<file path="src/rtl/core/assert_macros.svh">
// Assertion helpers for the RTL files; fhg_step.sv is the one that includes them.
// Each macro takes a label, the clock, the active-low reset and the checked terms.
`ifndef ASSERT_MACROS_SVH
`define ASSERT_MACROS_SVH

// expr must never be true
`define ASSERT_NEVER(label, clk, rst_n, expr) \
    label: assert property (@(posedge clk) disable iff (!(rst_n)) !(expr)) \
        else $error("assertion failed: expression must never hold");

// cons must hold in the same cycle as ante
`define ASSERT_IMPLY(label, clk, rst_n, ante, cons) \
    label: assert property (@(posedge clk) disable iff (!(rst_n)) (ante) |-> (cons)) \
        else $error("assertion failed: same-cycle implication");

// cons must hold in the cycle after ante
`define ASSERT_NEXT(label, clk, rst_n, ante, cons) \
    label: assert property (@(posedge clk) disable iff (!(rst_n)) (ante) |=> (cons)) \
        else $error("assertion failed: next-cycle implication");

`endif

</file>
<file path="src/rtl/core/fhg_pkg.sv">
`default_nettype none

package fhg_pkg;

    // Defaults for the top-level parameters
    localparam int PREFIX_BYTES_DEF    = 300;
    localparam int METADATA_OFFSET_DEF = 288;
    localparam int COUNT_BITS_DEF      = 24;

    // Metadata block
    localparam int          META_LEN    = 12;
    localparam int          META_IDX_W  = 4;
    localparam logic [31:0] META_MAGIC  = 32'h4D53_5441;
    localparam logic [7:0]  META_FORMAT = 8'd1;

    // Operation codes
    localparam logic [2:0] OP_BEGIN  = 3'd0;
    localparam logic [2:0] OP_DATA   = 3'd1;
    localparam logic [2:0] OP_CANCEL = 3'd2;
    localparam logic [2:0] OP_FINISH = 3'd3;
    localparam logic [2:0] OP_EOU    = 3'd4;

    // Update phases
    localparam logic [2:0] PH_IDLE     = 3'd0;
    localparam logic [2:0] PH_WRITING  = 3'd1;
    localparam logic [2:0] PH_FAILED   = 3'd2;
    localparam logic [2:0] PH_COMPLETE = 3'd3;
    localparam logic [2:0] PH_REBOOT   = 3'd4;

    // Error codes
    localparam logic [2:0] ERR_NONE        = 3'd0;
    localparam logic [2:0] ERR_CANCELED    = 3'd1;
    localparam logic [2:0] ERR_OVERSIZE    = 3'd2;
    localparam logic [2:0] ERR_NO_META     = 3'd3;
    localparam logic [2:0] ERR_GENERATION  = 3'd4;
    localparam logic [2:0] ERR_VARIANT     = 3'd5;
    localparam logic [2:0] ERR_INCOMPLETE  = 3'd6;
    localparam logic [2:0] ERR_INTERRUPTED = 3'd7;

    // Configuration register indexes
    localparam logic [1:0] CFG_IMAGE_SIZE = 2'd0;
    localparam logic [1:0] CFG_EXP_GEN    = 2'd1;
    localparam logic [1:0] CFG_EXP_VAR    = 2'd2;

    // Metadata capture write from the step logic
    typedef struct packed {
        logic                  en;
        logic [META_IDX_W-1:0] idx;
        logic [7:0]            data;
    } t_meta_wr;

    // One result item
    typedef struct packed {
        logic        result_pending;
        logic [23:0] bytes_received;
        logic        abort_flash;
        logic        commit_prefix;
        logic [7:0]  forward_byte;
        logic        forward_valid;
        logic [2:0]  error_code;
        logic [2:0]  phase_now;
        logic        accepted;
    } t_result;

endpackage

`default_nettype wire

</file>
<file path="src/rtl/core/firmware_image_header_gate_unit.sv">
// Firmware image header gate.
// Input stream (s side): one transaction per operation. tdata carries op in
// bits [2:0] and the image byte in [10:3]; tlast marks the end of a host
// write chunk and has no effect. Output stream (m side): exactly one result
// transaction per input transaction, in order.
// Configuration: image size, expected generation and expected variant are
// written through i_cfg_wr_en / i_cfg_idx / i_cfg_wdata; the user must do so
// only while the unit is idle, as the unit itself has no guard for it.
// An accepted transaction waits in the input register, is evaluated, lands
// in the result register when the pipe advances, then goes out on the m side.
// Throughput: one transaction per cycle while the receiver does not stall.
// The input and result registers advance together when the input register
// is full and the result register is empty or its content is being taken.
// Reset (synchronous, active low) returns the phase to idle, clears the flags,
// counter and error code, and loads the configuration defaults.
// When the receiver stalls, the result holds, the input register fills, and
// o_s_tready drops until the result is taken.
`default_nettype none

module firmware_image_header_gate_unit #(
    parameter int PREFIX_BYTES    = fhg_pkg::PREFIX_BYTES_DEF,
    parameter int METADATA_OFFSET = fhg_pkg::METADATA_OFFSET_DEF,
    parameter int COUNT_BITS      = fhg_pkg::COUNT_BITS_DEF
) (
    input  wire logic        i_clk,
    input  wire logic        i_rst_n,
    // configuration
    input  wire logic        i_cfg_wr_en,
    input  wire logic [1:0]  i_cfg_idx,
    input  wire logic [23:0] i_cfg_wdata,
    // input stream
    input  wire logic        i_s_tvalid,
    output logic             o_s_tready,
    input  wire logic [15:0] i_s_tdata,  // op[2:0], data_byte[10:3], zero pad
    input  wire logic        i_s_tlast,  // chunk_last
    // result stream
    output logic             o_m_tvalid,
    input  wire logic        i_m_tready,
    // accepted[0], phase_now[3:1], error_code[6:4], forward_valid[7],
    // forward_byte[15:8], commit_prefix[16], abort_flash[17],
    // bytes_received[41:18], result_pending[42], zero pad
    output logic [47:0]      o_m_tdata
);
    import fhg_pkg::*;

    logic        r_in_valid;
    logic [2:0]  r_op;
    logic [7:0]  r_byte;
    logic        adv;
    logic        s_fire;

    logic [23:0] r_image_size;
    logic [7:0]  r_exp_gen;
    logic [1:0]  r_exp_var;

    t_meta_wr    meta_wr;
    logic [2:0]  meta_code;
    t_result     res;
    t_result     r_res;
    logic        r_out_valid;

    // Advance when the input register is full and the result register is free
    assign adv        = r_in_valid && (!r_out_valid || i_m_tready);
    assign o_s_tready = !r_in_valid || adv;
    assign s_fire     = i_s_tvalid && o_s_tready;

    // Configuration registers
    always_ff @(posedge i_clk) begin
        if (!i_rst_n) begin
            r_image_size <= 24'd0;
            r_exp_gen    <= 8'd1;
            r_exp_var    <= 2'd1;
        end else if (i_cfg_wr_en) begin
            unique case (i_cfg_idx)
                CFG_IMAGE_SIZE: r_image_size <= i_cfg_wdata;
                CFG_EXP_GEN:    r_exp_gen    <= i_cfg_wdata[7:0];
                CFG_EXP_VAR:    r_exp_var    <= i_cfg_wdata[1:0];
                default: begin
                    // no register at this index
                end
            endcase
        end
    end

    // Input register
    always_ff @(posedge i_clk) begin
        if (!i_rst_n) begin
            r_in_valid <= 1'b0;
        end else if (s_fire) begin
            r_in_valid <= 1'b1;
        end else if (adv) begin
            r_in_valid <= 1'b0;
        end
    end

    always_ff @(posedge i_clk) begin
        if (s_fire) begin
            r_op   <= i_s_tdata[2:0];
            r_byte <= i_s_tdata[10:3];
        end
    end

    fhg_step #(
        .PREFIX_BYTES   (PREFIX_BYTES),
        .METADATA_OFFSET(METADATA_OFFSET),
        .COUNT_BITS     (COUNT_BITS)
    ) u_step (
        .i_clk       (i_clk),
        .i_rst_n     (i_rst_n),
        .i_adv       (adv),
        .i_op        (r_op),
        .i_data_byte (r_byte),
        .i_image_size(r_image_size),
        .i_meta_code (meta_code),
        .o_meta_wr   (meta_wr),
        .o_res       (res)
    );

    fhg_meta u_meta (
        .i_clk    (i_clk),
        .i_wr     (meta_wr),
        .i_exp_gen(r_exp_gen),
        .i_exp_var(r_exp_var),
        .o_code   (meta_code)
    );

    // Result register
    always_ff @(posedge i_clk) begin
        if (!i_rst_n) begin
            r_out_valid <= 1'b0;
        end else if (adv) begin
            r_out_valid <= 1'b1;
        end else if (i_m_tready) begin
            r_out_valid <= 1'b0;
        end
    end

    always_ff @(posedge i_clk) begin
        if (adv) begin
            r_res <= res;
        end
    end

    assign o_m_tvalid = r_out_valid;
    assign o_m_tdata  = {5'd0, r_res};

    // tlast carries chunk boundaries only; it has no effect on the result
    logic unused_tlast;
    assign unused_tlast = i_s_tlast;

endmodule

`default_nettype wire

</file>
<file path="src/rtl/core/fhg_meta.sv">
`default_nettype none

module fhg_meta (
    input  wire logic             i_clk,
    input  wire fhg_pkg::t_meta_wr i_wr,
    input  wire logic [7:0]       i_exp_gen,
    input  wire logic [1:0]       i_exp_var,
    output logic [2:0]            o_code
);
    import fhg_pkg::*;

    logic [7:0] r_meta [META_LEN];
    logic [7:0] eff    [META_LEN];
    logic [31:0] magic;

    // Capture one metadata byte per write
    always_ff @(posedge i_clk) begin
        if (i_wr.en) begin
            r_meta[i_wr.idx] <= i_wr.data;
        end
    end

    // Bypass: the byte written this cycle is seen by the check at once
    always_comb begin
        for (int k = 0; k < META_LEN; k++) begin
            eff[k] = (i_wr.en && i_wr.idx == META_IDX_W'(k)) ? i_wr.data : r_meta[k];
        end
    end

    assign magic = {eff[3], eff[2], eff[1], eff[0]};

    // Checks in priority order
    always_comb begin
        priority if (magic != META_MAGIC || eff[6] != META_FORMAT) begin
            o_code = ERR_NO_META;
        end else if (eff[7] != i_exp_gen) begin
            o_code = ERR_GENERATION;
        end else if (eff[8] != {6'd0, i_exp_var}) begin
            o_code = ERR_VARIANT;
        end else begin
            o_code = ERR_NONE;
        end
    end

endmodule

`default_nettype wire

</file>
<file path="src/rtl/core/fhg_step.sv">
`default_nettype none
`include "assert_macros.svh"

module fhg_step #(
    parameter int PREFIX_BYTES    = fhg_pkg::PREFIX_BYTES_DEF,
    parameter int METADATA_OFFSET = fhg_pkg::METADATA_OFFSET_DEF,
    parameter int COUNT_BITS      = fhg_pkg::COUNT_BITS_DEF
) (
    input  wire logic              i_clk,
    input  wire logic              i_rst_n,
    input  wire logic              i_adv,
    input  wire logic [2:0]        i_op,
    input  wire logic [7:0]        i_data_byte,
    input  wire logic [23:0]       i_image_size,
    input  wire logic [2:0]        i_meta_code,
    output fhg_pkg::t_meta_wr      o_meta_wr,
    output fhg_pkg::t_result       o_res
);
    import fhg_pkg::*;

    localparam logic [31:0] PREFIX32 = 32'(PREFIX_BYTES);
    localparam logic [31:0] OFFSET32 = 32'(METADATA_OFFSET);
    localparam logic [31:0] METALEN32 = 32'(META_LEN);

    logic                  r_busy, n_busy;
    logic [2:0]            r_phase, n_phase;
    logic                  r_cancel, n_cancel;
    logic [COUNT_BITS-1:0] r_count, n_count;
    logic [2:0]            r_err, n_err;
    logic                  r_pend, n_pend;

    logic [31:0] cnt32, cnt_p1, size32, meta_off, n_count32;
    logic        capture;
    logic        accepted, fwd_valid, commit, abort_p;
    logic [7:0]  fwd_byte;

    assign cnt32    = 32'(r_count);
    assign cnt_p1   = cnt32 + 32'd1;
    assign size32   = {8'd0, i_image_size};
    assign meta_off = cnt32 - OFFSET32;
    assign capture  = (cnt32 >= OFFSET32) && (meta_off < METALEN32);

    // Next state and result for the transaction at the head of the pipe
    always_comb begin
        n_busy    = r_busy;
        n_phase   = r_phase;
        n_cancel  = r_cancel;
        n_count   = r_count;
        n_err     = r_err;
        n_pend    = r_pend;
        accepted  = 1'b0;
        fwd_valid = 1'b0;
        fwd_byte  = 8'd0;
        commit    = 1'b0;
        abort_p   = 1'b0;
        o_meta_wr.en   = 1'b0;
        o_meta_wr.idx  = meta_off[META_IDX_W-1:0];
        o_meta_wr.data = i_data_byte;

        unique case (i_op)
            OP_BEGIN: begin
                if (!r_busy) begin
                    n_busy   = 1'b1;
                    n_cancel = 1'b0;
                    n_err    = ERR_NONE;
                    n_pend   = 1'b0;
                    n_count  = '0;
                    n_phase  = PH_WRITING;
                    accepted = 1'b1;
                end
            end
            OP_DATA: begin
                if (r_phase == PH_WRITING) begin
                    priority if (r_cancel) begin
                        n_err = ERR_CANCELED; n_phase = PH_FAILED;
                        n_pend = 1'b1; abort_p = 1'b1;
                    end else if (cnt32 >= size32) begin
                        n_err = ERR_OVERSIZE; n_phase = PH_FAILED;
                        n_pend = 1'b1; abort_p = 1'b1;
                    end else if (cnt32 < PREFIX32) begin
                        o_meta_wr.en = i_adv && capture;
                        // last prefix byte: check metadata
                        if (cnt_p1 >= PREFIX32 && i_meta_code != ERR_NONE) begin
                            n_err = i_meta_code; n_phase = PH_FAILED;
                            n_pend = 1'b1; abort_p = 1'b1;
                        end else begin
                            commit   = (cnt_p1 >= PREFIX32);
                            n_count  = r_count + COUNT_BITS'(1);
                            accepted = 1'b1;
                        end
                    end else begin
                        fwd_valid = 1'b1;
                        fwd_byte  = i_data_byte;
                        n_count   = r_count + COUNT_BITS'(1);
                        accepted  = 1'b1;
                    end
                end
            end
            OP_CANCEL: begin
                if (r_phase == PH_WRITING) begin
                    n_cancel = 1'b1;
                    accepted = 1'b1;
                end
            end
            OP_FINISH: begin
                priority if (r_cancel) begin
                    n_err = ERR_CANCELED; n_phase = PH_FAILED;
                    n_pend = 1'b1; abort_p = 1'b1;
                end else if (r_phase != PH_WRITING || cnt32 < PREFIX32) begin
                    n_err = ERR_INCOMPLETE; n_phase = PH_FAILED;
                    n_pend = 1'b1; abort_p = 1'b1;
                end else begin
                    n_phase  = PH_COMPLETE;
                    accepted = 1'b1;
                end
            end
            OP_EOU: begin
                if (r_phase == PH_COMPLETE || r_phase == PH_REBOOT) begin
                    n_phase  = PH_REBOOT;
                    accepted = 1'b1;
                end else begin
                    if (r_phase == PH_WRITING) begin
                        n_err   = r_cancel ? ERR_CANCELED : ERR_INTERRUPTED;
                        n_phase = PH_FAILED;
                        n_pend  = 1'b1;
                        abort_p = 1'b1;
                    end else begin
                        accepted = 1'b1;
                    end
                    n_busy = 1'b0;
                end
            end
            default: begin
                // unknown op: no effect
            end
        endcase
    end

    assign n_count32 = 32'(n_count);

    always_comb begin
        o_res.accepted       = accepted;
        o_res.phase_now      = n_phase;
        o_res.error_code     = n_err;
        o_res.forward_valid  = fwd_valid;
        o_res.forward_byte   = fwd_byte;
        o_res.commit_prefix  = commit;
        o_res.abort_flash    = abort_p;
        o_res.bytes_received = n_count32[23:0];
        o_res.result_pending = n_pend;
    end

    // Update state
    always_ff @(posedge i_clk) begin
        if (!i_rst_n) begin
            r_busy   <= 1'b0;
            r_phase  <= PH_IDLE;
            r_cancel <= 1'b0;
            r_count  <= '0;
            r_err    <= ERR_NONE;
            r_pend   <= 1'b0;
        end else if (i_adv) begin
            r_busy   <= n_busy;
            r_phase  <= n_phase;
            r_cancel <= n_cancel;
            r_count  <= n_count;
            r_err    <= n_err;
            r_pend   <= n_pend;
        end
    end

    `ASSERT_NEVER(a_commit_abort_excl, i_clk, i_rst_n, o_res.commit_prefix && o_res.abort_flash)
    `ASSERT_NEXT(a_abort_to_failed, i_clk, i_rst_n, i_adv && abort_p, r_phase == PH_FAILED && r_pend)
    `ASSERT_IMPLY(a_fwd_accepted, i_clk, i_rst_n, fwd_valid, accepted && r_phase == PH_WRITING)

endmodule

`default_nettype wire

</file>
<file path="config.mk">
export PLATFORM = sky130hd
export DESIGN_NAME = firmware_image_header_gate_unit
export DESIGN_NICKNAME = d
export VERILOG_FILES = /design/src/rtl/core/fhg_pkg.sv /design/src/rtl/core/firmware_image_header_gate_unit.sv /design/src/rtl/core/fhg_meta.sv /design/src/rtl/core/fhg_step.sv
export VERILOG_INCLUDE_DIRS = /design/src /design/src/rtl/core
export SDC_FILE = /design/constraint.sdc
export NUM_CORES = 1
export LEC_CHECK = 0
export BUFFER_PORTS_ARGS = -buffer_cell sky130_fd_sc_hd__buf_4
export CORE_MARGIN = 2
export CORE_UTILIZATION = 45
export DETAILED_ROUTE_END_ITERATION = 10
export PLACE_DENSITY = 0.65
export RECOVER_POWER = 100
export SLEW_MARGIN = 10
export SYNTH_ARGS = -nofsm -noshare
export SYNTH_HDL_FRONTEND = slang
export SYNTH_SLANG_ARGS = --single-unit
</file>
<file path="constraint.sdc">
create_clock -name i_clk -period 4.4 [get_ports i_clk]
set_input_delay 0.44 -clock i_clk [delete_from_list [all_inputs] [get_ports i_clk]]
set_output_delay 0.44 -clock i_clk [all_outputs]
set_load 0.01 [all_outputs]
</file>
==> flow_summary.yaml, run 1 <==
run_status:
  status: "finished with violations"
  violations: "max-capacitance violations, max-slew violations"
finish:
  insertedDiodeCount: 0
  drive_gt1_share_pct: 11.1
  n_fill_cell: 1889
  syn2layout_area_growth_pct: 16.0
  nets: 1108
timing:
  fin_setup_tns_ps: 0
  worst_pin_slew_ps: 2160
  setup_viol: 0
  min_period_ps: 4190
  timing.fmax_mhz: 239
  hold_slack_ps: 201
  maxSlewViolCount: 45
  hold_viol: 0
  post-route-period-util_pct: 95.2
  skew_ps: 12.8
  max-slew-margin-rel_pct: -44.0
  grt_setup_unrepaired: "false"
synthesis:
  syn_avg_cell_area_um2: 9.79
  yosysMostFrequentCell: "edfxtp_1"
  synth_ff_type: "edfxtp_1"
  synth_edf_count: 110
  yosysTopAreaCellShare_pct: 36.5
  yosysTopAreaCell: "edfxtp_1"
  synth_cell_types: 77
  synth_area_mm2: 0.00905
  synthTopCellsByArea: "edfxtp_1, dfxtp_1, nand2_1"
  synth_seq_cells: 179
  ys_seq_area_share_pct: 51.8
  synth_common_cells: "edfxtp_1, nand2_1, nor2_1"
  syn_inst: 924
  yosys_warnings: 0
  synthArstFlopShare_pct: 0
clock_tree:
  clk_latency_ps: 440
  path_clk_slew_ps: 70
  numCtsBuffers: 17
  post_cts_resized: 0
  cts_sinks: 179
  cts_max_level: 4
  clockRootBuffer: "clkbuf_16"
  clockBufferDepth: 2
  post_cts_buffers: 0
  cts_tree: "yes"
  holdBufCountCts: 0
placed_design:
  io_buffer_count: 86
  dp_hpwl_mm: 16.0
  gp_congestion: 0.881
setup_path:
  path_cells: "inv_1, ha_1, and3_4, a221oi_2, o2111ai_1, o31a_2, nor4_2, mux2_2, nor4bb_4, a21o_1, nand2_1, buf_4, o21ai_0, a31oi_1"
  max_stage_delay_ps: 430
  crit_fanout: 10
  crit_arrival_ps: 4330
  cp-end-kind: "flip-flop"
  slowest_stage: "o31a_2"
  startpoint_type: "flip-flop"
  worstPathRequired_ps: 4540
  critPathKind: "reg2reg"
grt:
  antenna_found_initial: 0
  use_met1_pct: 31.4
  grt_usage_pct: 21.3
  top_usage_layer: "met2"
  use_met2_pct: 31.7
  grt_pass1_vias: 6674
  grt_max_degree: 45
  grt_pass1_wl_mm: 36.2
  use_met3_pct: 4.51
  grt_overflow: 0
floorplanning:
  rows: 51
  start_util_pct: 46.2
  die_w_um: 146
  die-area_mm2: 0.0213
  die_y_um: 146
  core_area_mm2: 0.0196
  ios: 98
power_and_ir_drop:
  powerDensity_mw_per_mm2: 339
  internal_power_mw: 2.66
  p_leak_nw: 3.65
  clkPwrFrac_pct: 41.1
  switchingPower_mw: 0.898
  ir_worst_vdd_uv: 238
  p_comb_share_pct: 7.0
  seq_power_share_pct: 51.8
  netSwitchingFraction_pct: 25.3
drt:
  ant_nets: 0
  wl_mm: 22.6
  wl_per_cell_um: 17.3
  drcViolationCount: 0
  dr.pass1.iters: 5
  viasPerCell: 5.62
  vias: 7351
  drt-initial-drc-count: 587
hold_path:
  hp-class: "in2reg"
run:
  max-cap-violations: 1
==> flip-flops by register name, indices dropped and copies added, names as in the netlist <==
register	cells
u_meta.r_meta	56
o_m_tdata	43
r_image_size	24
u_step.r_count	24
r_byte	8
r_exp_gen	8
r_op	3
u_step.r_err	3
u_step.r_phase	3
r_exp_var	2
o_m_tvalid	1
r_in_valid	1
u_step.r_busy	1
u_step.r_cancel	1
u_step.r_pend	1
==> critical path, delay by kind of cell, from the launching register on <==
kind	cells	cell delay (ps)
DFF	1	350
AOI/OAI and AO/OA	6	1320
buffers and inverters	2	320
muxes	1	420
and+or+nand+nor	4	1160
adders and majority gates	1	300
==> through the flow <==
stage	cells	total power, mW	worst slack (ps)	cell area [um2]	util, %
after floorplan	928	2.03	141	9060	-
after global placement	1276	2.15	391	10200	51.9
after detailed placement	1276	2.15	245	10200	51.9
after CTS	1308	3.60	231	10700	54.8
after global routing	1308	3.68	3.20	10500	53.6
final	1308	3.55	210	10500	53.6
==> power by group through the flow <==
stage          Combinational [mW]  Clock [mW]  Sequential [mW]
5_1_grt                     0.274        1.56             1.85
3_5_place_dp                0.268           0             1.88
3_3_place_gp                0.266           0             1.88
4_1_cts                     0.269        1.48             1.84
2_1_floorplan               0.143           0             1.89
6_report                    0.250        1.46             1.84
==> worst paths after layout <==
check                   startpoint               end  slack, ps  cells past startpoint
hold / removal        i_s_tdata[7]         r_byte[4]        200                      1
setup reg to reg   r_image_size[6]     o_m_tdata[25]        210                     14
hold reg to reg   r_image_size[20]  r_image_size[20]        460                      2
setup / recovery   r_image_size[6]     o_m_tdata[25]        210                     14
==> logic make-up (layout without fill, tap and decap cells) <==
group,Yosys count,in the layout,synth area share [%]
AOI/OAI and AO/OA,216,216,15.1
adders and majority gates,30,30,4.15
xor gates and xnor gates,24,24,2.32
muxes,17,17,1.92
other,1,5,0.0414
buffers and inverters,97,212,4.49
DFF,179,179,51.8
and+or+nand+nor,360,360,20.2
==> cell type report <==
type | instances | area (um2) | share of cell area (%)
inverters | 48 | 180 | 1.72
clock buffers | 17 | 425 | 4.05
flip-flops and latches | 179 | 4680 | 44.6
multi-input cells | 652 | 3980 | 38.0
repair buffers | 132 | 751 | 7.15
clock inverters | 15 | 138 | 1.31
well taps | 265 | 332 | 3.16
==> cell usage in the layout, fill, tap and decap left out, types with 5 or more instances in the layout <==
master and count:
edfxtp_1 110, nand2_1 109, nor2_1 78, dfxtp_1 69, clkbuf_1 64, buf_4 58
a21oi_1 57, o21ai_0 56, inv_1 47, nand3_1 30, ha_1 30, nand4_1 23
nor3_1 21, xnor2_1 17, clkbuf_16 17, a31oi_1 16, o31ai_1 16, nor4_1 15
mux2i_1 14, nor2b_1 11, nand2b_1 10, clkbuf_4 10, o311ai_0 9, and3_1 8
and2_0 8, a211oi_1 7, xor2_1 7, o22ai_1 7, inv_8 7, o211ai_1 6
and2_1 6, or3_1 5, o21a_1 5, nand3b_1 5, or4_1 5, conb_1 5
==> metal layers <==
layer | wire length (um) | share of wire, % | vias to the layer above
li1 | - | - | 3609
met1 | 10700 | 47 | 3435
met2 | 9900 | 44 | 287
met3 | 1810 | 8.0 | 20
met4 | 269 | 1.2 | 0
met5 | 0 | 0 | -
(Power assumes the default switching activity.)
==> run 2: changes to the inputs <==
--- a/config.mk
+++ b/config.mk
@@ -10,7 +10,7 @@
 export CORE_MARGIN = 2
 export CORE_UTILIZATION = 45
 export DETAILED_ROUTE_END_ITERATION = 10
-export PLACE_DENSITY = 0.65
+export PLACE_DENSITY = 0.63
 export RECOVER_POWER = 100
 export SLEW_MARGIN = 10
 export SYNTH_ARGS = -nofsm -noshare
==> constraint.sdc (replaced) <==
create_clock -name i_clk -period 4.13 [get_ports i_clk]
set_input_delay 0.413 -clock i_clk [delete_from_list [all_inputs] [get_ports i_clk]]
set_output_delay 0.413 -clock i_clk [all_outputs]
set_load 0.01 [all_outputs]
==> flow_summary.yaml, run 2 (same netlist as run 1, synthesis figures left out) <==
drt:
  wl_met3_mm: 1.70
  ant_nets: 0
  wl_mm: 23.1
  drcViolationCount: 0
  wl_met2_mm: 9.78
  routedLengthMet1_mm: 11.2
  dr.pass1.iters: 7
  viasPerCell: 5.69
  wl_per_cell_um: 17.5
  drt-initial-drc-count: 585
  top_layer: "met4"
  vias: 7483
timing:
  skew_ps: 13.3
  maxSlewViolCount: 44
  max-slew-margin-rel_pct: -42.1
  worst_pin_slew_ps: 2130
  hold_viol: 0
  post-route-period-util_pct: 94.7
  fin_setup_tns_ps: 0
  hold_slack_ps: 177
  setup_viol: 0
  min_period_ps: 3910
  grt_setup_unrepaired: "false"
  timing.fmax_mhz: 256
  setup_ws_ps: 220
setup_path:
  max_stage_delay_ps: 450
  worst-path-buf-inv: 1
  critPathKind: "reg2reg"
  path_delay_family: "simple AND/OR/NAND/NOR gates"
  cp-end-kind: "flip-flop"
  worstPathRequired_ps: 4470
  path_cells: "ha_1, and3_4, a221oi_2, o2111ai_1, o31a_2, nor4_4, mux2_4, nor4bb_4, buf_4, a21oi_1, or2_4, or3_4, o31ai_1"
  slowest_stage: "or3_4"
  crit_arrival_ps: 4250
  crit_fanout: 7
  startpoint_type: "flip-flop"
grt:
  grt_pass1_vias: 6796
  antenna_found_initial: 0
  grt_pass1_wl_mm: 36.8
  grt_usage_pct: 21.7
  grt_overflow: 0
  grt_max_degree: 44
floorplanning:
  ios: 98
  rows: 51
  start_util_pct: 46.2
  core_area_mm2: 0.0196
  die_w_um: 146
  die_y_um: 146
  die-area_mm2: 0.0213
power_and_ir_drop:
  ir_worst_vdd_uv: 278
  p_leak_nw: 3.70
  powerDensity_mw_per_mm2: 363
clock_tree:
  clockBufferDepth: 2
  cts_max_level: 4
  cts_tree: "yes"
  clockRootBuffer: "clkbuf_16"
  clk_latency_ps: 440
  path_clk_slew_ps: 70
  cts_sinks: 179
  numCtsBuffers: 17
  holdBufCountCts: 0
placed_design:
  io_buffer_count: 86
  dp_hpwl_mm: 16.5
  gp_congestion: 0.918
  place_ws_ps: 79.5
finish:
  drive_gt1_share_pct: 12.1
  insertedDiodeCount: 0
  syn2layout_area_growth_pct: 17.0
  largest_reg_flops: 56
  final_cell_mix: "edfxtp_1, nand2_1, nor2_1"
  max_flop_register: "u_meta.r_meta"
  final_common_cell: "edfxtp_1"
  nets: 1114
  utilization_pct: 54.1
run:
  max-cap-violations: 1
hold_path:
  hp-class: "in2reg"
run_status:
  violations: "max-capacitance violations, max-slew violations"
  status: "finished with violations"
[run 2: cell count changes in the layout (fill, tap and decap cells not counted), sizes merged]
cell | before | now
clkbuf | 91 | 93
clkinv | 4 | 6
bufinv | 0 | 2
or3 | 6 | 7
buf | 58 | 62
inv | 57 | 52
[run 2: what timing repair did]
item,CTS,global route
endpoints found under the setup margin,0,18
buffers inserted,0,2
resized for setup,0,7
[run 2: per-stage QoR]
step / total power, mW / instances / instance area [um2]
finish: 3.84 / 1314 / 10600
global route: 3.97 / 1314 / 10600
CTS: 3.88 / 1311 / 10800
detailed placement: 2.29 / 1279 / 10200
global placement: 2.29 / 1279 / 10200
floorplan: 2.16 / 928 / 9070
[run 2: worst reg2reg max path: cells and delay by family (launching register included)]
kind / cells / cell delay, ps
buf+inv: 1 / 170
compound gates: 5 / 1020
flops: 1 / 420
mux: 1 / 350
simple gates: 5 / 1570
fa+ha+maj: 1 / 290
[run 2: cell type report]
type / instances / area, um2
clock buffer: 18 / 429
multi-input combinational: 653 / 4020
inverter: 48 / 180
fill: 1838 / 9000
tap: 265 / 332
sequential: 179 / 4680
timing repair buffer: 137 / 795
clock inverter: 14 / 150
[run 2: routing by layer]
layer	GRT usage [%]	up-vias
li1	-	3625
met1	32.5	3526
met2	32.0	303
met3	3.70	29
met4	6.32	0
met5	0	-
[run 2: final timing paths]
kind,slack (ps),start,endpoint,cells past startpoint
min reg2reg,450,r_image_size[21],r_image_size[21],2
min,180,i_s_tdata[7],r_byte[4],1
max reg2reg,220,u_step.r_count[7],u_step.r_count[9],13
max,220,u_step.r_count[7],u_step.r_count[9],13
[run 2: report_power, final]
group	internal (mW)	leakage [nW]	switching, mW
logic	0.0979	1.85	0.173
clock network	0.898	0.277	0.705
registers	1.94	1.57	0.0317
total	2.93	3.70	0.910
==> run 3: changes to the inputs <==
--- a/config.mk
+++ b/config.mk
@@ -8,9 +8,9 @@
 export LEC_CHECK = 0
 export BUFFER_PORTS_ARGS = -buffer_cell sky130_fd_sc_hd__buf_4
 export CORE_MARGIN = 2
-export CORE_UTILIZATION = 45
+export CORE_UTILIZATION = 50
 export DETAILED_ROUTE_END_ITERATION = 10
-export PLACE_DENSITY = 0.63
+export PLACE_DENSITY = 0.69
 export RECOVER_POWER = 100
 export SLEW_MARGIN = 10
 export SYNTH_ARGS = -nofsm -noshare
==> flow_summary.yaml, run 3 (same netlist as run 1, synthesis figures left out) <==
run_status:
  status: "finished with violations"
  violations: "max-capacitance violations, max-slew violations"
timing:
  grt_setup_unrepaired: "false"
  skew_ps: 11.0
  post-route-period-util_pct: 95.7
  fin_setup_tns_ps: 0
  setup_ws_ps: 178
  max-slew-margin-rel_pct: -45.3
  min_period_ps: 3950
  maxSlewViolCount: 46
  setup_viol: 0
  timing.fmax_mhz: 253
  hold_viol: 0
  worst_pin_slew_ps: 2180
clock_tree:
  cts_sinks: 179
  cts_max_level: 4
  clockRootBuffer: "clkbuf_16"
  path_clk_slew_ps: 70
  holdBufCountCts: 0
  cts_tree: "yes"
  clockBufferDepth: 2
  clk_latency_ps: 440
  numCtsBuffers: 17
setup_path:
  crit_arrival_ps: 4150
  slowest_stage: "o31a_2"
  path_cells: "inv_1, ha_1, nand2b_1, a2111oi_2, nor4_1, o31a_2, nor3_4, mux2_2, nor4bb_4, buf_4, a21oi_1, or2_4, clkbuf_1, o31ai_1"
  worst-path-buf-inv: 3
  startpoint_type: "flip-flop"
  cp-end-kind: "flip-flop"
  path_delay_family: "compound AO/OA/AOI/OAI gates"
  crit_fanout: 5
  max_stage_delay_ps: 420
  critPathKind: "reg2reg"
  worstPathRequired_ps: 4320
  r2r_slack_ps: 180
run:
  max-cap-violations: 1
finish:
  drive_gt1_share_pct: 12.4
  largest_reg_flops: 56
  regArea_mm2: 0.00468
  final_common_cell: "edfxtp_1"
  max_flop_register: "u_meta.r_meta"
  insertedDiodeCount: 0
  n_fill_cell: 1564
  utilization_pct: 59.3
  nets: 1111
  final_cell_mix: "edfxtp_1, nand2_1, nor2_1"
  stdcell_count: 1275
  syn2layout_area_growth_pct: 17.0
  multiInputGateArea_mm2: 0.00402
floorplanning:
  die-area_mm2: 0.0192
  die_w_um: 139
  core_area_mm2: 0.0178
  die_y_um: 139
  ios: 98
  start_util_pct: 50.7
  rows: 49
grt:
  antenna_found_initial: 0
  grt_pass1_wl_mm: 36.1
  grt_max_degree: 45
  grt_overflow: 0
  grt_usage_pct: 23.6
  grt_pass1_vias: 6804
drt:
  dr.pass1.iters: 5
  wl_per_cell_um: 17.7
  ant_nets: 0
  wl_mm: 22.6
  drcViolationCount: 0
  viasPerCell: 5.78
  vias: 7365
  drt-initial-drc-count: 605
placed_design:
  dp.cells: 1241
  gp_congestion: 0.917
  dp_hpwl_mm: 15.8
  io_buffer_count: 86
  place_ws_ps: 83.1
hold_path:
  hp-class: "in2reg"
power_and_ir_drop:
  finalPower_mw: 3.93
  powerDensity_mw_per_mm2: 372
  ir_worst_vdd_uv: 280
  p_leak_nw: 3.72
## run 3: area by class of cell
cell class | count | share of cell area [%]
tap | 229 | 2.71
multi-input combinational | 653 | 38.0
timing repair buffer | 134 | 7.47
sequential | 179 | 44.3
clock buffer | 17 | 4.02
inverter | 48 | 1.70
clock inverter | 15 | 1.83
## run 3: worst reg2reg max path, delay by kind of cell, from the launching register on
kind | cells | cell delay [ps]
buf+inv | 3 | 380
compound gates | 4 | 1250
fa+ha+maj | 1 | 260
flops | 1 | 330
simple gates | 5 | 1110
mux | 1 | 390
## run 3: per-layer routing
layer	up-vias	wire [um]	global-route usage, %
met5	-	0	0
met4	0	393	7.41
met3	31	1590	4.78
met2	264	10000	34.8
met1	3457	10500	35.0
li1	3613	-	-
## run 3: stage by stage
stage	hold slack (ps)	instance area [um2]
2_1_floorplan	436	9070
3_5_place_dp	447	10100
3_3_place_gp	443	10100
6_report	169	10600
4_1_cts	133	10800
5_1_grt	159	10600
## run 3: power by group
part / internal [mW] / switching (mW) / total (mW)
Sequential: 1.94 / 0.0358 / 1.97
Combinational: 0.0950 / 0.167 / 0.262
Clock: 0.970 / 0.729 / 1.70
Total: 3.00 / 0.932 / 3.93
## run 3: repair_timing
| action | 4_1_cts | 5_1_grt |
|---|---|---|
| buffers inserted | 0 | 1 |
| endpoints found under the setup margin | 0 | 33 |
| resized for setup | 0 | 13 |
## run 3: path summary, 6_finish.rpt
| kind | start | endpoint | cells past startpoint |
|---|---|---|---|
| setup / recovery | u_step.r_count[0] | o_m_tdata[23] | 14 |
| hold / removal | i_s_tdata[5] | r_byte[2] | 1 |
| setup reg to reg | u_step.r_count[0] | o_m_tdata[23] | 14 |
| hold reg to reg | r_image_size[12] | r_image_size[12] | 2 |
